## src/hdl/bve_pkg.sv

```systemverilog
// Shared types and constants of the bit vector engine.
package bve_pkg;

   localparam int CAPACITY_DEF = 4096;
   localparam int WORD_BITS    = 64;
   localparam int KIND_W       = 4;
   localparam int POS_W        = 13;
   localparam int CNT_W        = 13;
   localparam int RSP_W        = 32;
   localparam int REQ_W        = 32;

   typedef enum logic [KIND_W-1:0] {
      K_SET      = 4'd0,
      K_CLEAR    = 4'd1,
      K_FLIP     = 4'd2,
      K_TEST     = 4'd3,
      K_SETALL   = 4'd4,
      K_CLEARALL = 4'd5,
      K_INVERT   = 4'd6,
      K_COUNT    = 4'd7,
      K_ANY      = 4'd8,
      K_NEXT     = 4'd9,
      K_PREV     = 4'd10,
      K_SHL      = 4'd11,
      K_SHR      = 4'd12
   } kind_type;

   typedef enum logic [1:0] {
      MODE_CLEAR = 2'd0,
      MODE_TRIM  = 2'd1,
      MODE_ITEM  = 2'd2
   } mode_type;

   typedef struct packed {
      logic     load;
      logic     issue;
      logic     finish;
      mode_type mode;
   } ctl_cmd_type;

   typedef struct packed {
      logic direct;
      logic single;
      logic desc;
   } dp_stat_type;

endpackage

```

## src/hdl/bve_ctrl.sv

```systemverilog
// Command sequencer: decode, word sweep, drain and result handoff.
module bve_ctrl #(
   parameter int CAPACITY = bve_pkg::CAPACITY_DEF,
   parameter int AW       = 6
) (
   input  logic                 clock,
   input  logic                 reset,
   input  logic                 req_tvalid,
   output logic                 req_tready,
   output logic                 rsp_tvalid,
   input  logic                 rsp_tready,
   input  logic                 csr_we,
   input  bve_pkg::dp_stat_type stat,
   input  logic [AW-1:0]        stat_word,
   output bve_pkg::ctl_cmd_type cmd,
   output logic [AW-1:0]        cmd_idx
);
   import bve_pkg::*;

   localparam int NWORDS = (CAPACITY + WORD_BITS - 1) / WORD_BITS;

   typedef enum logic [2:0] {
      S_IDLE,
      S_DECODE,
      S_PASS,
      S_DRAIN,
      S_DONE
   } state_type;

   state_type     state_ff;
   mode_type      mode_ff;
   logic [AW-1:0] idx_ff;
   logic          single_ff, desc_ff, out_valid_ff;
   logic          accept, last;

   always_comb begin
      req_tready = (state_ff == S_IDLE) && !csr_we && (!out_valid_ff || rsp_tready);
      accept     = req_tvalid && req_tready;
      if (single_ff) last = 1'b1;
      else if (desc_ff) last = idx_ff == '0;
      else last = idx_ff == AW'(NWORDS - 1);
      cmd.load   = accept;
      cmd.issue  = state_ff == S_PASS;
      cmd.finish = state_ff == S_DONE;
      cmd.mode   = mode_ff;
      cmd_idx    = idx_ff;
      rsp_tvalid = out_valid_ff;
   end

   always_ff @(posedge clock) begin
      if (reset) begin
         state_ff     <= S_PASS;        // clearing sweep after reset
         mode_ff      <= MODE_CLEAR;
         idx_ff       <= '0;
         single_ff    <= 1'b0;
         desc_ff      <= 1'b0;
         out_valid_ff <= 1'b0;
      end else begin
         if (state_ff == S_DONE) out_valid_ff <= 1'b1;
         else if (rsp_tready) out_valid_ff <= 1'b0;
         unique case (state_ff)
            S_IDLE: begin
               if (csr_we) begin
                  mode_ff   <= MODE_TRIM;
                  idx_ff    <= '0;
                  single_ff <= 1'b0;
                  desc_ff   <= 1'b0;
                  state_ff  <= S_PASS;
               end else if (accept) begin
                  mode_ff  <= MODE_ITEM;
                  state_ff <= S_DECODE;
               end
            end
            S_DECODE: begin
               if (stat.direct) begin
                  state_ff <= S_DONE;
               end else begin
                  single_ff <= stat.single;
                  desc_ff   <= stat.desc;
                  if (stat.single) idx_ff <= stat_word;
                  else if (stat.desc) idx_ff <= AW'(NWORDS - 1);
                  else idx_ff <= '0;
                  state_ff <= S_PASS;
               end
            end
            S_PASS: begin
               if (last) state_ff <= S_DRAIN;
               else if (desc_ff) idx_ff <= idx_ff - AW'(1);
               else idx_ff <= idx_ff + AW'(1);
            end
            S_DRAIN: begin
               state_ff <= (mode_ff == MODE_ITEM) ? S_DONE : S_IDLE;
            end
            S_DONE: begin
               state_ff <= S_IDLE;
            end
            default: state_ff <= S_IDLE;
         endcase
      end
   end

   a_accept_decode: assert property (@(posedge clock) disable iff (reset)
      accept |=> state_ff == S_DECODE && mode_ff == MODE_ITEM)
      else $error("accepted word did not enter decode");

   a_done_slot_free: assert property (@(posedge clock) disable iff (reset)
      state_ff == S_DONE |-> !out_valid_ff)
      else $error("result overwrites an undelivered word");

   a_pass_end: assert property (@(posedge clock) disable iff (reset)
      state_ff == S_PASS && last |=> state_ff == S_DRAIN)
      else $error("sweep did not drain after its final word");

   a_busy_no_ready: assert property (@(posedge clock) disable iff (reset)
      state_ff != S_IDLE |-> !req_tready)
      else $error("input ready while busy");

endmodule

```

## config.mk

```make
export PLATFORM = sky130hd
export DESIGN_NAME = bve_ctrl
export DESIGN_NICKNAME = d
export VERILOG_FILES = /design/src/hdl/bve_pkg.sv /design/src/hdl/bve_ctrl.sv
export SDC_FILE = /design/constraint.sdc
export NUM_CORES = 1
export LEC_CHECK = 0
export BUFFER_PORTS_ARGS = -buffer_cell sky130_fd_sc_hd__clkbuf_2
export CORE_ASPECT_RATIO = 1.1
export CORE_MARGIN = 2
export CORE_UTILIZATION = 27
export CTS_BUF_LIST = sky130_fd_sc_hd__clkbuf_2
export DETAILED_ROUTE_END_ITERATION = 10
export HOLD_SLACK_MARGIN = 0.08
export PLACE_DENSITY = 0.48
export SLEW_MARGIN = 25
export SYNTH_ARGS = -nofsm -noshare
export SYNTH_HDL_FRONTEND = slang
export SYNTH_SLANG_ARGS = --single-unit
export TNS_END_PERCENT = 5
```

## constraint.sdc

```tcl
create_clock -name clock -period 1.5 [get_ports clock]
set_input_delay 0.075 -clock clock [delete_from_list [all_inputs] [get_ports clock]]
set_output_delay 0.075 -clock clock [all_outputs]
set_load 0.03 [all_outputs]
```

## Word-level counts from Yosys, hierarchy flattened

Index checks and enable logic that the tools add are counted.

- $add $sub $neg: 2
- Equal/unequal tests: 11
- Multiplexer cells: 24
- Reduce and logical (&&, ||, !) cells: 16

Operators with widths:

| operator | count |
|---|---|
| $mux 6 | 6 |
| $pmux 6 s3 | 1 |
| $mux 3 | 5 |
| $pmux 3 s4 | 1 |
| $mux 1 | 7 |
| $add 6x1->6 const B | 1 |
| $eq 3x2->1 const B | 2 |
| $eq 6x6->1 const B | 1 |
| $logic_not 6->1 | 1 |
| $ne 2x2->1 const B | 3 |
| $reduce_bool 2->1 | 3 |
| $sub 6x1->6 const B | 1 |
| $mux 2 | 2 |
| $pmux 1 s2 | 2 |
| $reduce_and 2->1 | 2 |
| $reduce_and 4->1 | 1 |
| $eq 3x1->1 const B | 1 |
| $eq 3x3->1 const B | 1 |
| $logic_and 1x1->1 | 3 |
| $logic_not 3->1 | 1 |
| $ne 3x3->1 const B | 1 |
| $reduce_and 3->1 | 1 |
| $reduce_bool 3->1 | 1 |
| $eq 2x2->1 const B | 1 |
| other kinds (3) | 4 |

- Flip-flop bits (word level): 14
- Input port bits: 14
- Output and inout bits: 13
- Word-level logic and storage cells: 59

## Depth between registers and ports, before layout

Gate-level depths: netlist of the first run.

- Word-level depth: 7
- Gate-level depth with buffers: 7
- Gate-level depth less buffers: 6

## Worst setup path before layout of the first run

No wires, ideal clock.

- Path type: flip-flop to flip-flop
- Start point: register idx_ff[0] (netlist: cmd_idx[0])
- End point: register idx_ff[0] (netlist: cmd_idx[0])
- Data arrival time: 1754 ps
- Data required time: 1405 ps
- Path slack: -349 ps
- Stages on the path, launching flop included: 6
- Clock period less this slack: 1849 ps
- Cell sequence: dfxtp_1 > inv_1 > or4_4 > a31oi_4 > a21oi_4 > a221oi_1

- Longest elaborated chain between the ends: 5
- Elaborated cells on any way between the ends: 11

RTL lines:

| item | line | text |
|---|---|---|
| start: declaration | bve_ctrl.sv:32 | `logic [AW-1:0] idx_ff;` |
| start signal: assignment | bve_ctrl.sv:80 | `if (stat.single) idx_ff <= stat_word;` |
| start signal: assignment | bve_ctrl.sv:81 | `else if (stat.desc) idx_ff <= AW'(NWORDS - 1);` |
| start signal: assignment | bve_ctrl.sv:88 | `else if (desc_ff) idx_ff <= idx_ff - AW'(1);` |
| branches (longest 5 deep; another with $add 6x1->6) | n/a |  |

Parallel ways; which one is timed is not known. The select of a mux whose other input is x is not followed.
A chain may end at the register's enable or synchronous reset.

## Final worst setup path of the first run

- Start point: register idx_ff[0] (netlist: cmd_idx[0])
- End point: register idx_ff[4] (netlist: cmd_idx[4])

Same word-level chain as after synthesis.

==> results of run 1 <==
[critical path: cells and delay by family, from the launching register on]
kind,cells,cell delay (ns)
adder cells (fa/ha/maj),1,0.39
AO/OA/AOI/OAI,4,0.65
XOR/XNOR,1,0.12
flip-flops,1,0.39
[cell usage in the layout, fill, tap and decap left out, drive strengths merged, types with 2 or more instances in the layout]
master  instances
nor2            7
o21bai          2
nor2b           2
clkbuf         27
dfxtp          14
o21ai           2
ha              4
buf            28
a21oi           6
nand2           6
xnor2           3
a221oi          5
inv             9
nor4b           3
a22oi           5
nor4            2
mux2i           4
a21o            3
a31oi           2
[state kept, by name, summed over array words and instances (netlist names)]
name and cells:
single_ff 1, mode_ff 2, desc_ff 1, cmd_idx 6
state_ff 3, rsp_tvalid 1
[power groups by stage]
stage | clock [mW] | combinational [mW] | sequential, mW
finish | 0.189 | 0.131 | 0.385
floorplan | 0 | 0.0396 | 0.407
detailed placement | 0 | 0.112 | 0.393
global route | 0.227 | 0.144 | 0.387
CTS | 0.205 | 0.125 | 0.387
global placement | 0 | 0.112 | 0.392
[metal layers]
metal / vias up / GRT usage, %
li1: 467 / -
met1: 463 / 19.8
met2: 14 / 23.2
met3: 2 / 2.59
met4: 0 / 6.82
met5: - / 0
[kinds of logic (layout without fill, tap and decap cells)]
group,after synthesis,after routing,synth area share (%)
compound gates,30,30,28.6
flops,14,14,31.1
fa+ha+maj,5,5,7.77
xor+xnor,4,4,3.88
simple gates,26,26,18.2
buf+inv,13,66,6.10
mux,4,4,4.44
[final timing paths]
check	to	slack [ns]	depth (start not counted)
worst max register to register	cmd_idx[4]	-0.14	6
worst min register to register	mode_ff[1]	0.49	2
worst min-delay path	rsp_tvalid	0.11	4
worst max-delay path	cmd_idx[4]	-0.14	6
[layout make-up]
type                            count  area [um^2]  area share (%)
Sequential cell                    14          309            22.1
Timing Repair Buffer               53          340            24.4
Clock inverter                      1         3.75           0.269
Tap cell                           36         45.0            3.23
Clock buffer                        3         15.0            1.08
Multi-Input combinational cell     69          649            46.5
Inverter                            9         33.8            2.42
[timing repair]
item | 4_1_cts | 5_1_grt
hold buffers | 1 | 0
resized for setup | 11 | 11
pin swaps | 2 | 5
setup buffers | 0 | 2
endpoints found under the hold margin | 1 | 0
setup endpoints to repair | 8 | 10
[per-stage QoR]
step / util (%) / hold WS [ns] / setup TNS [ns]
detailed placement: 38.8 / 0.324 / -0.800
floorplan: - / 0.144 / -1.04
CTS: 41.1 / 0.0952 / -0.908
global route: 42.6 / 0.0883 / -1.43
finish: 42.6 / 0.112 / -0.770
global placement: 38.8 / 0.332 / -0.945
==> out/metrics.cfg, run 1 <==
[power]
p_clk_share_pct = 26.8
power_switching_mw = 0.208
p_int_mw = 0.496
pwr-share-comb_pct = 18.5
powerDensity_nw_per_um2 = 504
p_sw_share_pct = 29.6
total_power_mw = 0.704
seq_power_share_pct = 54.7
p_leak_nw = 0.644
ir_drop_mv = 0.239

[timing]
worstMarginPinSlew_ns = 0.356
min_period_ns = 1.64
max_freq_ghz = 0.610
slew_headroom_pct = 76.3
skew_ns = 0.0164
worst_slack_ns = -0.140
period_share_pct = 109
report.final.slew_viol_count = 0
setup_violations = 7
rsz0062_at_grt = yes
hold_violations = 0

[cells_and_area]
drive_above_1_share_pct = 59.1
nFillCells = 323
antennaDiodeCount = 0
nets = 169
stdcell_count = 185
postLayoutCellArea_um2 = 1400
area_growth_pct = 54.8

[yosys]
syn_avg_cell_area_um2 = 9.40
post-synth-top-area-cell = dfxtp_1
synth_top_area_share_pct = 31.1
synthFlopType = dfxtp_1
ys_seq_area_share_pct = 31.1
synthTopCellsByArea = dfxtp_1, ha_1, a221oi_1, mux2i_1, a22oi_1
ys_async_sr_fraction_pct = 0
netlist_area_um2 = 902
netlist_instances = 96
ys_types = 38
ys_ff_latch = 14
synth.most_common_cell = dfxtp_1
synth_common_cells = dfxtp_1, inv_1, nor2_1
synth_nets = 115
yosys_warnings = 0
synth_edf_count = 0

[placement]
place_inst = 178
dp_slack_ns = -0.162
gp_congestion = 0.794
placed_area_um2 = 1270
hpwl_mm = 1.99
portBuffers = 26

[routing]
drt_pre_antenna_iters = 4
maxUsedRoutingLayer = met4
viasPerCell = 5.11
dr_wl_met2_mm = 1.28
ant_nets = 0
initialDrtViolationCount = 23
vias = 946
remaining_drc_errors = 0
route.met3.wl_um = 90
routedWlPerCell_um = 13.6
wl_mm = 2.52
wl_met1_mm = 1.12

[worst_setup_path]
critPathLaunchType = flip-flop
crit_path_cell_trace = fa_2 > a21o_1 > a21oi_2 > xnor2_1 > a22oi_1 > a221oi_2
end_kind = flip-flop
worst-path-max-fanout = 3
cp_slowest_cell = dfxtp_4
slowest_delay_ns = 0.39
crit_type = reg2reg
required_ns = 1.71
crit_arrival_ns = 1.85
crit_start = cmd_idx[0]
r2r_start = cmd_idx[0]

[run]
cap_violations = 0

[floorplan]
coreArea_um2 = 3280
initial_core_util_pct = 27.5
design.die.area_um2 = 3820
die_w_um = 59.1
rows = 22
io_pins = 27
die_y_um = 64.6

[cts]
cts_root_buf = clkbuf_2
numCtsBuffers = 3
htreeDepth = 1
tritoncts = built
cts_sinks = 14
clkTransAtPathRegs_ns = 0.16
cts_buffer_depth = 2
clock_latency_ns = 0.29

[global_routing]
track_usage_pct = 14.9
grt_max_degree = 15
grt-ovfl-total = 0
grt_pass1_vias = 966
grt_first_pass_wirelength_mm = 4.35
antenna_found_initial = 0

[worst_hold_path]
hp-class = in2reg
hold_start = rsp_tready

[status]
status = finished with violations
violations = negative setup slack

Power figures use the tool's default switching activity.
==> run 2, diff against run 1 <==
--- a/config.mk
+++ b/config.mk
@@ -12,7 +12,7 @@
 export CTS_BUF_LIST = sky130_fd_sc_hd__clkbuf_2
 export DETAILED_ROUTE_END_ITERATION = 10
 export HOLD_SLACK_MARGIN = 0.08
-export PLACE_DENSITY = 0.48
+export PLACE_DENSITY = 0.46
 export SLEW_MARGIN = 25
 export SYNTH_ARGS = -nofsm -noshare
 export SYNTH_HDL_FRONTEND = slang
==> constraint.sdc (replaced) <==
create_clock -name clock -period 1.75 [get_ports clock]
set_input_delay 0.0875 -clock clock [delete_from_list [all_inputs] [get_ports clock]]
set_output_delay 0.0875 -clock clock [all_outputs]
set_load 0.03 [all_outputs]
==> out/metrics.cfg, run 2 (synthesized netlist as in run 1, its figures left out) <==
[timing]
slew_headroom_pct = 76.4
worst_slack_ns = 0.0798
worstMarginPinSlew_ns = 0.349
period_share_pct = 95.4
skew_ns = 0.00733
min_period_ns = 1.67
finalSetupTns_ns = 0
max_freq_ghz = 0.599
report.final.slew_viol_count = 0
hold_violations = 0
whs_ns = 0.121
rsz0062_at_grt = yes
setup_violations = 0

[cells_and_area]
largest_reg_flops = 6
antennaDiodeCount = 0
nets = 159
nFillCells = 341
layout_common_cells = clkbuf_2, buf_4, dfxtp_1
area_growth_pct = 39.0
stdcell_count = 175
final_common_cell = clkbuf_2
drive_above_1_share_pct = 46.0
postLayoutCellArea_um2 = 1250

[placement]
placed_area_um2 = 1170
gp_congestion = 0.795
dp_slack_ns = -0.114
place_inst = 168
hpwl_mm = 1.73
portBuffers = 26

[run]
cap_violations = 0

[routing]
remaining_drc_errors = 0
vias = 853
ant_nets = 0
wl_mm = 2.23
drt_pre_antenna_iters = 4
routedWlPerCell_um = 12.7
initialDrtViolationCount = 30
viasPerCell = 4.87

[cts]
tritoncts = built
cts_root_buf = clkbuf_2
htreeDepth = 1
clock_latency_ns = 0.27
cts_buffer_depth = 2
clkTransAtPathRegs_ns = 0.15
numCtsBuffers = 3
cts_sinks = 14

[worst_setup_path]
end_kind = flip-flop
crit_type = reg2reg
required_ns = 1.94
worst-path-max-fanout = 3
crit_arrival_ns = 1.86
critPathLaunchType = flip-flop

[status]
status = finished clean

[floorplan]
design.die.area_um2 = 3820
coreArea_um2 = 3280
die_w_um = 59.1
initial_core_util_pct = 27.5
io_pins = 27
die_y_um = 64.6
rows = 22

[global_routing]
grt_first_pass_wirelength_mm = 3.69
grt_max_degree = 15
grt_pass1_vias = 808
track_usage_pct = 12.5
grt-ovfl-total = 0
antenna_found_initial = 0

[power]
seq_power_share_pct = 57.5
p_int_mw = 0.416
p_sw_share_pct = 28.1
powerDensity_nw_per_um2 = 462
p_leak_nw = 0.574
power_switching_mw = 0.163
p_clk_share_pct = 26.9
ir_drop_mv = 0.189
pwr-share-comb_pct = 15.6

[worst_hold_path]
hp-class = in2reg

## run 2: cell types whose count changed in the layout (fill, tap and decap cells not counted), sizes merged
cell and delta:
buf -12, clkbuf +2
## run 2: final timing paths
check | slack [ns] | cells past startpoint | startpoint | endpoint
worst max register to register | 0.08 | 6 | cmd_idx[0] | cmd_idx[4]
worst min register to register | 0.49 | 2 | mode_ff[0] | mode_ff[0]
worst min-delay path | 0.12 | 4 | rsp_tready | rsp_tvalid
worst max-delay path | 0.08 | 6 | cmd_idx[0] | cmd_idx[4]
## run 2: repair_timing
action	4_1_cts	5_1_grt
hold endpoints to repair	1	0
endpoints found under the setup margin	6	5
pin swaps	0	3
setup buffers	1	1
hold buffers	1	0
gates resized for setup	6	5
## run 2: critical path, stage by stage (launching register included)
cell      delay (ns)
dfxtp_4         0.39
fa_2            0.40
a21o_1          0.18
a21oi_2         0.15
xnor2_1         0.13
a22oi_1         0.11
a221oi_1        0.24
## run 2: stage by stage
step	total power [mW]	util (%)
3_3_place_gp	0.426	35.8
4_1_cts	0.595	37.3
2_1_floorplan	0.386	-
3_5_place_dp	0.426	35.8
5_1_grt	0.608	38.3
6_report	0.579	38.3
## run 2: layout make-up
| class | instances | area (um^2) | area share, % |
|---|---|---|---|
| Inverter | 9 | 33.8 | 2.69 |
| Multi-Input combinational cell | 69 | 606 | 48.3 |
| Clock inverter | 1 | 3.75 | 0.299 |
| Timing Repair Buffer | 43 | 260 | 20.8 |
| Sequential cell | 14 | 290 | 23.2 |
| Tap cell | 36 | 45.0 | 3.59 |
| Clock buffer | 3 | 15.0 | 1.20 |
## run 2: power by group through the flow
stage,combinational (mW),clock (mW),sequential [mW]
3_3_place_gp,0.0839,0,0.342
3_5_place_dp,0.0837,0,0.342
5_1_grt,0.0988,0.174,0.335
2_1_floorplan,0.0336,0,0.353
6_report,0.0902,0.156,0.333
4_1_cts,0.0894,0.172,0.333
## run 2: metal layers
metal  GRT usage [%]  vias up  wire length (um)
li1                -      443                 -
met1            18.0      395              1120
met2            18.5       13              1030
met3            2.00        2                64
met4            4.26        0                16
met5               0        -                 0
